--- config.mk ---
export PLATFORM = sky130hd
export DESIGN_NAME = interval_minmax_decimator_core
export DESIGN_NICKNAME = d
export VERILOG_FILES = /design/src/hw/rtl/imd_pkg.sv /design/src/hw/rtl/interval_minmax_decimator_core.sv
export SDC_FILE = /design/constraint.sdc
export NUM_CORES = 1
export LEC_CHECK = 0
export BUFFER_PORTS_ARGS = -buffer_cell sky130_fd_sc_hd__clkbuf_2
export CORE_ASPECT_RATIO = 1.75
export CORE_MARGIN = 4
export CORE_UTILIZATION = 55
export CTS_CLUSTER_SIZE = 24
export DETAILED_ROUTE_END_ITERATION = 10
export PLACE_DENSITY = 0.73
export SYNTH_ARGS = -nofsm -noshare
export SYNTH_HDL_FRONTEND = slang
export SYNTH_SLANG_ARGS = --single-unit
--- constraint.sdc ---
create_clock -name aclk -period 7.3 [get_ports aclk]
set_input_delay 1.46 -clock aclk [delete_from_list [all_inputs] [get_ports aclk]]
set_output_delay 1.46 -clock aclk [all_outputs]
set_load 0.02 [all_outputs]
--- src/hw/rtl/imd_pkg.sv ---
// imd_pkg: shared widths and constants for the interval min/max decimator.
// No dependencies; imported by interval_minmax_decimator_core.
`default_nettype none

package imd_pkg;

    // Timestamp width in microseconds
    localparam int unsigned TIME_WIDTH  = 32;
    // Bar counter and bars-per-output register width
    localparam int unsigned COUNT_WIDTH = 16;

    // Reset value of the bars-per-output register (pass-through)
    localparam logic [COUNT_WIDTH-1:0] BARS_RESET = COUNT_WIDTH'(1);
    // Saturation value of the bar counter
    localparam logic [COUNT_WIDTH-1:0] COUNT_MAX  = {COUNT_WIDTH{1'b1}};

endpackage : imd_pkg

`default_nettype wire

--- src/hw/rtl/interval_minmax_decimator_core.sv ---
// interval_minmax_decimator_core: min/max peak-detect decimation of waveform bars.
// Depends on imd_pkg for timestamp and counter widths.
//
// Usage:
//   Input channel s_*: one bar per word (two timestamps, two signed samples,
//   end-of-stream mark), valid/ready handshake. Result channel m_*: one word
//   per closed block (mid time, peak high, peak low, final flag).
//   cfg_wr_en/cfg_wr_data write bars_per_output (0 or 1 = pass-through); write
//   only while the block is idle.
// Order: a bar accepted into the input register is evaluated there, and a result
//   it closes is presented from the result register once the bar advances.
// Throughput: one bar per cycle while m_ready stays high; the input register and
//   the result register form a two-stage pipeline, with the input register
//   advancing whenever the result register is empty or being taken.
// Reset (aresetn low, synchronous): both stages empty, the accumulator is
//   cleared and bars_per_output returns to 1.
// Receiver stall: the result word holds; one more bar waits in the input
//   register, after which s_ready drops until m_ready returns.
`default_nettype none

module interval_minmax_decimator_core
    import imd_pkg::*;
#(
    parameter int unsigned SAMPLE_WIDTH = 16
) (
    input  wire                           aclk,
    input  wire                           aresetn,
    // configuration
    input  wire                           cfg_wr_en,
    input  wire  [COUNT_WIDTH-1:0]        cfg_wr_data,
    // input bars
    input  wire                           s_valid,
    output logic                          s_ready,
    input  wire  [TIME_WIDTH-1:0]         s_time_first,
    input  wire  [TIME_WIDTH-1:0]         s_time_second,
    input  wire  signed [SAMPLE_WIDTH-1:0] s_sample_a,
    input  wire  signed [SAMPLE_WIDTH-1:0] s_sample_b,
    input  wire                           s_end_of_stream,
    // results
    output logic                          m_valid,
    input  wire                           m_ready,
    output logic [TIME_WIDTH-1:0]         m_mid_time,
    output logic signed [SAMPLE_WIDTH-1:0] m_peak_high,
    output logic signed [SAMPLE_WIDTH-1:0] m_peak_low,
    output logic                          m_final_flag
);

    localparam logic signed [SAMPLE_WIDTH-1:0] SAMPLE_MIN = {1'b1, {(SAMPLE_WIDTH-1){1'b0}}};
    localparam logic signed [SAMPLE_WIDTH-1:0] SAMPLE_MAX = {1'b0, {(SAMPLE_WIDTH-1){1'b1}}};

    // configuration register
    logic [COUNT_WIDTH-1:0] bars_per_output_reg;

    // input register stage
    logic                           in_valid_reg;
    logic [TIME_WIDTH-1:0]          time_first_reg;
    logic [TIME_WIDTH-1:0]          time_second_reg;
    logic signed [SAMPLE_WIDTH-1:0] sample_a_reg;
    logic signed [SAMPLE_WIDTH-1:0] sample_b_reg;
    logic                           eos_reg;

    // accumulator
    logic [COUNT_WIDTH-1:0]         bar_count_reg, bar_count_next;
    logic signed [SAMPLE_WIDTH-1:0] running_high_reg, running_high_next;
    logic signed [SAMPLE_WIDTH-1:0] running_low_reg, running_low_next;
    logic [TIME_WIDTH-1:0]          start_time_reg, start_time_next;

    // result register
    logic                           out_valid_reg;
    logic [TIME_WIDTH-1:0]          mid_time_reg, mid_time_next;
    logic signed [SAMPLE_WIDTH-1:0] peak_high_reg, peak_high_next;
    logic signed [SAMPLE_WIDTH-1:0] peak_low_reg, peak_low_next;
    logic                           final_reg;

    logic                           advance;
    logic                           pass_mode;
    logic                           close_block;
    logic                           emit;
    logic [TIME_WIDTH:0]            time_sum;
    logic signed [SAMPLE_WIDTH-1:0] high_ab, low_ab;

    // handshake: input stage moves when the result register is free
    assign advance = in_valid_reg && (!out_valid_reg || m_ready);
    assign s_ready = !in_valid_reg || advance;

    // per-bar evaluation against the accumulator
    always_comb begin
        pass_mode = (bars_per_output_reg <= COUNT_WIDTH'(1));
        high_ab   = (sample_a_reg > sample_b_reg) ? sample_a_reg : sample_b_reg;
        low_ab    = (sample_a_reg < sample_b_reg) ? sample_a_reg : sample_b_reg;

        start_time_next   = (bar_count_reg == '0) ? time_first_reg : start_time_reg;
        running_high_next = (high_ab > running_high_reg) ? high_ab : running_high_reg;
        running_low_next  = (low_ab < running_low_reg) ? low_ab : running_low_reg;
        bar_count_next    = (bar_count_reg == COUNT_MAX) ? bar_count_reg
                                                         : bar_count_reg + COUNT_WIDTH'(1);

        close_block = (bar_count_next >= bars_per_output_reg) || eos_reg;
        emit        = pass_mode || close_block;

        // 33-bit sum so the midpoint never wraps
        time_sum = {1'b0, start_time_next} + {1'b0, time_second_reg};

        if (pass_mode) begin
            mid_time_next  = time_first_reg;
            peak_high_next = sample_a_reg;
            peak_low_next  = sample_b_reg;
        end else begin
            mid_time_next  = time_sum[TIME_WIDTH:1];
            peak_high_next = running_high_next;
            peak_low_next  = running_low_next;
        end
    end

    // configuration register
    always_ff @(posedge aclk) begin
        if (!aresetn) begin
            bars_per_output_reg <= BARS_RESET;
        end else if (cfg_wr_en) begin
            bars_per_output_reg <= cfg_wr_data;
        end
    end

    // input register stage
    always_ff @(posedge aclk) begin
        if (!aresetn) begin
            in_valid_reg <= 1'b0;
        end else if (s_ready) begin
            in_valid_reg <= s_valid;
        end
    end

    always_ff @(posedge aclk) begin
        if (s_valid && s_ready) begin
            time_first_reg  <= s_time_first;
            time_second_reg <= s_time_second;
            sample_a_reg    <= s_sample_a;
            sample_b_reg    <= s_sample_b;
            eos_reg         <= s_end_of_stream;
        end
    end

    // accumulator: cleared when a block closes or in pass-through
    always_ff @(posedge aclk) begin
        if (!aresetn) begin
            bar_count_reg    <= '0;
            running_high_reg <= SAMPLE_MIN;
            running_low_reg  <= SAMPLE_MAX;
            start_time_reg   <= '0;
        end else if (advance) begin
            if (emit) begin
                bar_count_reg    <= '0;
                running_high_reg <= SAMPLE_MIN;
                running_low_reg  <= SAMPLE_MAX;
                start_time_reg   <= '0;
            end else begin
                bar_count_reg    <= bar_count_next;
                running_high_reg <= running_high_next;
                running_low_reg  <= running_low_next;
                start_time_reg   <= start_time_next;
            end
        end
    end

    // result register
    always_ff @(posedge aclk) begin
        if (!aresetn) begin
            out_valid_reg <= 1'b0;
        end else if (advance && emit) begin
            out_valid_reg <= 1'b1;
        end else if (m_ready) begin
            out_valid_reg <= 1'b0;
        end
    end

    always_ff @(posedge aclk) begin
        if (advance && emit) begin
            mid_time_reg  <= mid_time_next;
            peak_high_reg <= peak_high_next;
            peak_low_reg  <= peak_low_next;
            final_reg     <= eos_reg;
        end
    end

    assign m_valid      = out_valid_reg;
    assign m_mid_time   = mid_time_reg;
    assign m_peak_high  = peak_high_reg;
    assign m_peak_low   = peak_low_reg;
    assign m_final_flag = final_reg;

    // checks
    a_pass_clears: assert property (@(posedge aclk) disable iff (!aresetn)
        (advance && pass_mode) |=> (bar_count_reg == '0))
        else $error("pass-through bar left the accumulator open");

    a_emit_shows: assert property (@(posedge aclk) disable iff (!aresetn)
        (advance && emit) |=> out_valid_reg)
        else $error("closed block produced no result word");

    a_peak_order: assert property (@(posedge aclk) disable iff (!aresetn)
        (bar_count_reg != '0) |-> (running_high_reg >= running_low_reg))
        else $error("running high below running low in an open block");

    a_stall_holds: assert property (@(posedge aclk) disable iff (!aresetn)
        (out_valid_reg && !m_ready) |=> $stable(bar_count_reg))
        else $error("accumulator moved while the result stage was stalled");

endmodule : interval_minmax_decimator_core

`default_nettype wire

# --- Yosys cells after proc, flatten, opt, wreduce, memory -nomap -nowiden ---
# Cells that the tools add are included.
word_totals:
  ff_bits: 260
  out_inout_bits: 67
  elab_cells: 51
op_classes:
  n_addsub: 2
  order_cmp: 6
  n_eq_ne: 1
  n_mux: 15
  n_reduce_logical: 11
ops:
  columns: ["cell", "count"]
  rows:
  - ["$mux 16", 10]
  - ["$mux 32", 3]
  - ["$add 32x32->33", 1]
  - ["$gt 16x16->1", 2]
  - ["$lt 16x16->1", 2]
  - ["$add 16x1->16 const B", 1]
  - ["$eq 16x16->1 const B", 1]
  - ["$ge 16x16->1", 1]
  - ["$le 16x1->1 const B", 1]
  - ["$logic_not 16->1", 1]
  - ["$logic_or 1x1->1", 4]
  - ["$logic_and 1x1->1", 3]
  - ["$logic_not 1->1", 2]
  - ["$mux 1", 2]
  - ["$reduce_bool 2->1", 1]

# --- Longest topological paths before layout ---
logic_depth:
  depth_word: 7
  ltp_mapped: 21
  mapped_depth_nobuf: 17

# --- Worst setup path after synthesis ---
# OpenSTA, ideal clock, no wires.
synth_path:
  kind: "reg2reg"
  start: "reg bar_count_reg[3]"
  end: "reg running_high_reg[15]"
  arrival_time_ps: 6444
  required_time_ps: 7237
  path_slack_ps: 793
  path_stages_with_launch: 19
  synth_period_minus_slack_ps: 6507
  cell_sequence: "dfxtp_1 clkbuf_1 and4_1 and4_1 nand4_1 clkbuf_1 nand3_1 nor2_1 xor2_1 ha_1 nand4_1 a211oi_1 o31ai_1 o2111ai_1 a31oi_2 nor2_1 nor2_1 buf_2 nand3b_1"
synth_between:
  elab_chain_cells: 6
  word_cells_on_any_way: 7
  classes_between: "add/sub: 1; order compare: 1; eq/ne: 1; mux: 2; reduce/logical: 2"
synth_rtl:
  columns: ["item", "line", "text"]
  rows:
  - ["from (decl)", "interval_minmax_decimator_core.sv:63", "logic [COUNT_WIDTH-1:0] bar_count_reg, bar_count_next;"]
  - ["from (signal assigned)", "interval_minmax_decimator_core.sv:157", "bar_count_reg <= bar_count_next;"]
  - ["$add 16x1->16 or $eq 16x16->1 (tied branches)", "interval_minmax_decimator_core.sv:96, interval_minmax_decimator_core.sv:95", null]
  - ["$mux 16 (*)", "interval_minmax_decimator_core.sv:95", "bar_count_next = (bar_count_reg == COUNT_MAX) ? bar_count_reg"]
  - ["$ge 16x16->1 (*)", "interval_minmax_decimator_core.sv:98", "close_block = (bar_count_next >= bars_per_output_reg) || eos_reg;"]
  - ["$logic_or 1x1->1 (*)", "interval_minmax_decimator_core.sv:98", null]
  - ["$logic_or 1x1->1 (*)", "interval_minmax_decimator_core.sv:99", "emit = pass_mode || close_block;"]
  - ["$mux 16 (*)", "interval_minmax_decimator_core.sv:151", "if (emit) begin"]
  - ["to (signal assigned)", "interval_minmax_decimator_core.sv:158", "running_high_reg <= running_high_next;"]
  - ["to (decl)", "interval_minmax_decimator_core.sv:64", "logic signed [SAMPLE_WIDTH-1:0] running_high_reg, running_high_next;"]
# Every way passes the cells marked *; elsewhere a longest branch is shown, timed or not.
# A chain may end at the register's enable or synchronous reset.

# --- Worst setup path in the final report ---
layout_path:
  start: "reg sample_b_reg[6]"
  end: "reg peak_low_reg[14] (netlist: m_peak_low[14]), data pin"
layout_between:
  elab_chain_cells: 5
layout_rtl:
  columns: ["item", "line", "text"]
  rows:
  - ["from (decl)", "interval_minmax_decimator_core.sv:59", "logic signed [SAMPLE_WIDTH-1:0] sample_b_reg;"]
  - ["from (signal assigned)", "interval_minmax_decimator_core.sv:138", "sample_b_reg <= s_sample_b;"]
  - ["$lt 16x16->1", "interval_minmax_decimator_core.sv:90", "low_ab = (sample_a_reg < sample_b_reg) ? sample_a_reg : sample_b_reg;"]
  - ["$mux 16 (*)", "interval_minmax_decimator_core.sv:90", null]
  - ["$lt 16x16->1", "interval_minmax_decimator_core.sv:94", "running_low_next = (low_ab < running_low_reg) ? low_ab : running_low_reg;"]
  - ["$mux 16 (*)", "interval_minmax_decimator_core.sv:94", null]
  - ["$mux 16 (*)", "interval_minmax_decimator_core.sv:104", "if (pass_mode) begin"]
  - ["net peak_low_next[14]", "interval_minmax_decimator_core.sv:72", "logic signed [SAMPLE_WIDTH-1:0] peak_low_reg, peak_low_next;"]
  - ["to (signal assigned)", "interval_minmax_decimator_core.sv:180", "peak_low_reg <= peak_low_next;"]
  - ["to (decl)", "interval_minmax_decimator_core.sv:72", null]
# The timed path passes the listed nets; every way through them passes the cells marked *.

==> impl_metrics.env <==
export IMPL_outcome="complete, no violations"
export IMPL_worst_endpoint_required_ps=7640
export IMPL_synthArstFlopShare_pct=0
export IMPL_dp_hpwl_um=26400
export IMPL_rsz0062_at_grt="no"
export IMPL_clk_pin_slew_ps=60
export IMPL_timing_final_crit_period_ps=6320
export IMPL_ir_worst_vdd_v=0.000207
export IMPL_die_h_um=221
export IMPL_synth_largest_area_cell="edfxtp_1"
export IMPL_dr_pass1_iters=5
export IMPL_ioPinCount=185
export IMPL_regToRegEndpoint="m_peak_low[14]"
export IMPL_synth_edf_count=162
export IMPL_nNetsFinal=1775
export IMPL_die_area_um2=28600
export IMPL_synthTopCellsByArea="edfxtp_1, dfxtp_1, ha_1, nand2_1, mux2_2"
export IMPL_r2r_cells=18
export IMPL_crit_slowest_cell="a21oi_4"
export IMPL_core_area_um2=25300
export IMPL_crit_path_end_kind="register"
export IMPL_grt_ovfl_total=0
export IMPL_critPathKind="register to register"
export IMPL_grt_max_degree=81
export IMPL_numCtsBuffers=25
export IMPL_multi_input_area_um2=6810
export IMPL_hold_viol_final=0
export IMPL_n_antenna_cell=0
export IMPL_netlist_cell_type_count=77
export IMPL_vias=11228
export IMPL_fin_crit_sh_pct=86.6
export IMPL_cts_resized_gates=0
export IMPL_drtAntennaViolNets=0
export IMPL_yosys_warnings=0
export IMPL_cts_sinks=260
export IMPL_worst_pin_slew_ps=1130
export IMPL_yosysSeqAreaShare_pct=48.0
export IMPL_start_util_pct=56.1
export IMPL_clockBufferDepth=3
export IMPL_hp_class="register to register"
export IMPL_synth_ff_type="edfxtp_1"
export IMPL_drc_errors=0
export IMPL_syn_instance_count=1406
export IMPL_finalSetupViolations=0
export IMPL_drv_slew=0
export IMPL_path_max_fanout=30
export IMPL_min_from="running_high_reg[11]"
export IMPL_placementRows=77
export IMPL_ys_ff_latch=260
export IMPL_register_area_um2=6830
export IMPL_cts_tree="done"
export IMPL_fin_area_um2=16200
export IMPL_fmax_ghz=0.158
export IMPL_grt_pass1_wl_um=58100
export IMPL_drv_cap=0
export IMPL_p_per_area_nw_per_um2=244
export IMPL_antenna_found_initial=0
export IMPL_clock_latency_ps=550
export IMPL_areaGrowthSynthToFinish_pct=13.8
export IMPL_place_congestion=0.930
export IMPL_postRouteWirelength_um=37200
export IMPL_grt_pass1_vias=11607
export IMPL_drt_iter0_drc=664
export IMPL_synth_cell_area_um2=14200
export IMPL_cp_arrival_ps=6670
export IMPL_nFillCells=2146
export IMPL_r2r_start="sample_b_reg[6]"
export IMPL_cp_cell_sequence="inv_1 > ha_1 > a21oi_1 > a21oi_1 > o32a_1 > nor4_1 > or2_1 > mux2_2 > ha_1 > a211oi_1 > o22ai_1 > nor4_1 > a211oi_1 > a21o_1 > a21oi_4 > buf_4 > nor3_1 > a311oi_1"
export IMPL_r2r_setup_slack_ps=980
export IMPL_syn_area_per_cell_um2=10.1
export IMPL_dpl_cell_area_um2=15400
export IMPL_yosysTopAreaCellShare_pct=34.2
export IMPL_port_buffers=184
export IMPL_post_cts_setup_buffers=0
export IMPL_cts_root_buf="clkbuf_16"
export IMPL_holdBufCountCts=0
export IMPL_hold_path_depth=2
export IMPL_startpoint_type="register"
export IMPL_via_per_inst=5.93
export IMPL_skew_ps=19.2
export IMPL_syn_num_nets=1621
export IMPL_slowest_delay_ps=670
export IMPL_min_to="running_high_reg[11]"
export IMPL_routedWlPerCell_um=19.6
export IMPL_drive_gt1_share_pct=19.8
export IMPL_relSlewSlack_pct=24.4
export IMPL_htreeDepth=1
export IMPL_grt_total_usage_pct=25.8
export IMPL_dieWidth_um=130
export IMPL_power_leakage_nw=6.70
export IMPL_final_setup_tns_ps=0
[cell usage after synthesis (all sizes together), types with 3 or more instances]
library cell / number
edfxtp: 162
a32o: 3
dfxtp: 98
o31ai: 5
or2: 4
o211ai: 7
and3: 9
a21oi: 89
and4: 11
nor3b: 3
xor2: 15
nor4: 11
o311ai: 3
nand2b: 11
o41ai: 3
nand2: 152
a22oi: 10
a311oi: 16
buf: 15
a21boi: 4
a21o: 26
ha: 96
nand4: 19
xnor2: 19
inv: 77
o21ai: 119
mux2: 63
nand3: 17
nor2b: 10
nor3: 39
a211oi: 9
and2: 41
nor2: 99
a31oi: 8
mux2i: 35
clkbuf: 56
o21a: 6
o21bai: 7
[critical path, delay by kind of cell (launching register included)]
family	cells	cell delay, ps
compound gates	9	2520
fa+ha+maj	2	540
buf+inv	2	470
flops	1	450
mux	1	450
simple gates	4	1680
[cell usage in the layout, fill, tap and decap left out, types with 46 or more instances in the layout]
master    netlist  layout
a21oi_1        89      88
dfxtp_1        98      98
nor2_1         98      96
nand2_1       151     151
o21ai_0        83      83
clkbuf_2        0     184
mux2_2         46      46
inv_1          77      77
ha_1           96      96
edfxtp_1      162     162
[final cells by class]
cell class | count | area share [%]
multi-input cells | 997 | 42.1
well taps | 316 | 2.45
clock inverters | 16 | 1.04
clock buffers | 30 | 3.99
repair buffers | 198 | 6.35
inverters | 78 | 1.81
flip-flops and latches | 260 | 42.2
[power by group]
| group | total [W] | internal, W | switching (W) |
|---|---|---|---|
| clock network | 0.00131 | 0.000741 | 0.000567 |
| logic | 0.000896 | 0.000342 | 0.000555 |
| registers | 0.00173 | 0.00168 | 0.0000479 |
| total | 0.00394 | 0.00277 | 0.00117 |
[routing by layer]
layer	vias up	global-route usage (%)	part of all wire, %
met5	-	0	0
met4	0	14.0	5.6
met3	110	3.12	4.7
met2	378	49.1	54
met1	5334	27.1	36
li1	5406	-	-
[worst max path at each step]
| stage | from | endpoint |
|---|---|---|
| 5_1_grt | sample_a_reg[6] | m_peak_low[12] |
| 2_1_floorplan | bar_count_reg[3] | running_high_reg[15] |
| 4_1_cts | sample_a_reg[6] | m_peak_low[12] |
| 6_report | sample_b_reg[6] | m_peak_low[14] |
| 3_3_place_gp | sample_a_reg[6] | m_peak_low[12] |
| 3_5_place_dp | sample_a_reg[6] | m_peak_low[12] |
[stage by stage]
step	total power [W]	utilization [%]	cells	setup slack (ps)	hold WS (ps)
6_report	0.00394	63.8	1895	977	472
5_1_grt	0.00411	63.8	1895	658	483
3_5_place_dp	0.00265	60.6	1849	1180	461
3_3_place_gp	0.00263	60.6	1849	1360	456
2_1_floorplan	0.00239	-	1406	793	441
4_1_cts	0.00396	63.8	1895	1160	473
[logic make-up after synthesis]
logic type / count (synthesis) / synth area share, %
compound gates: 335 / 14.7
flops: 260 / 48.0
simple gates: 433 / 14.7
mux: 98 / 7.67
fa+ha+maj: 97 / 8.59
buf+inv: 149 / 4.28
xor+xnor: 34 / 2.10
(Power assumes the default switching activity.)
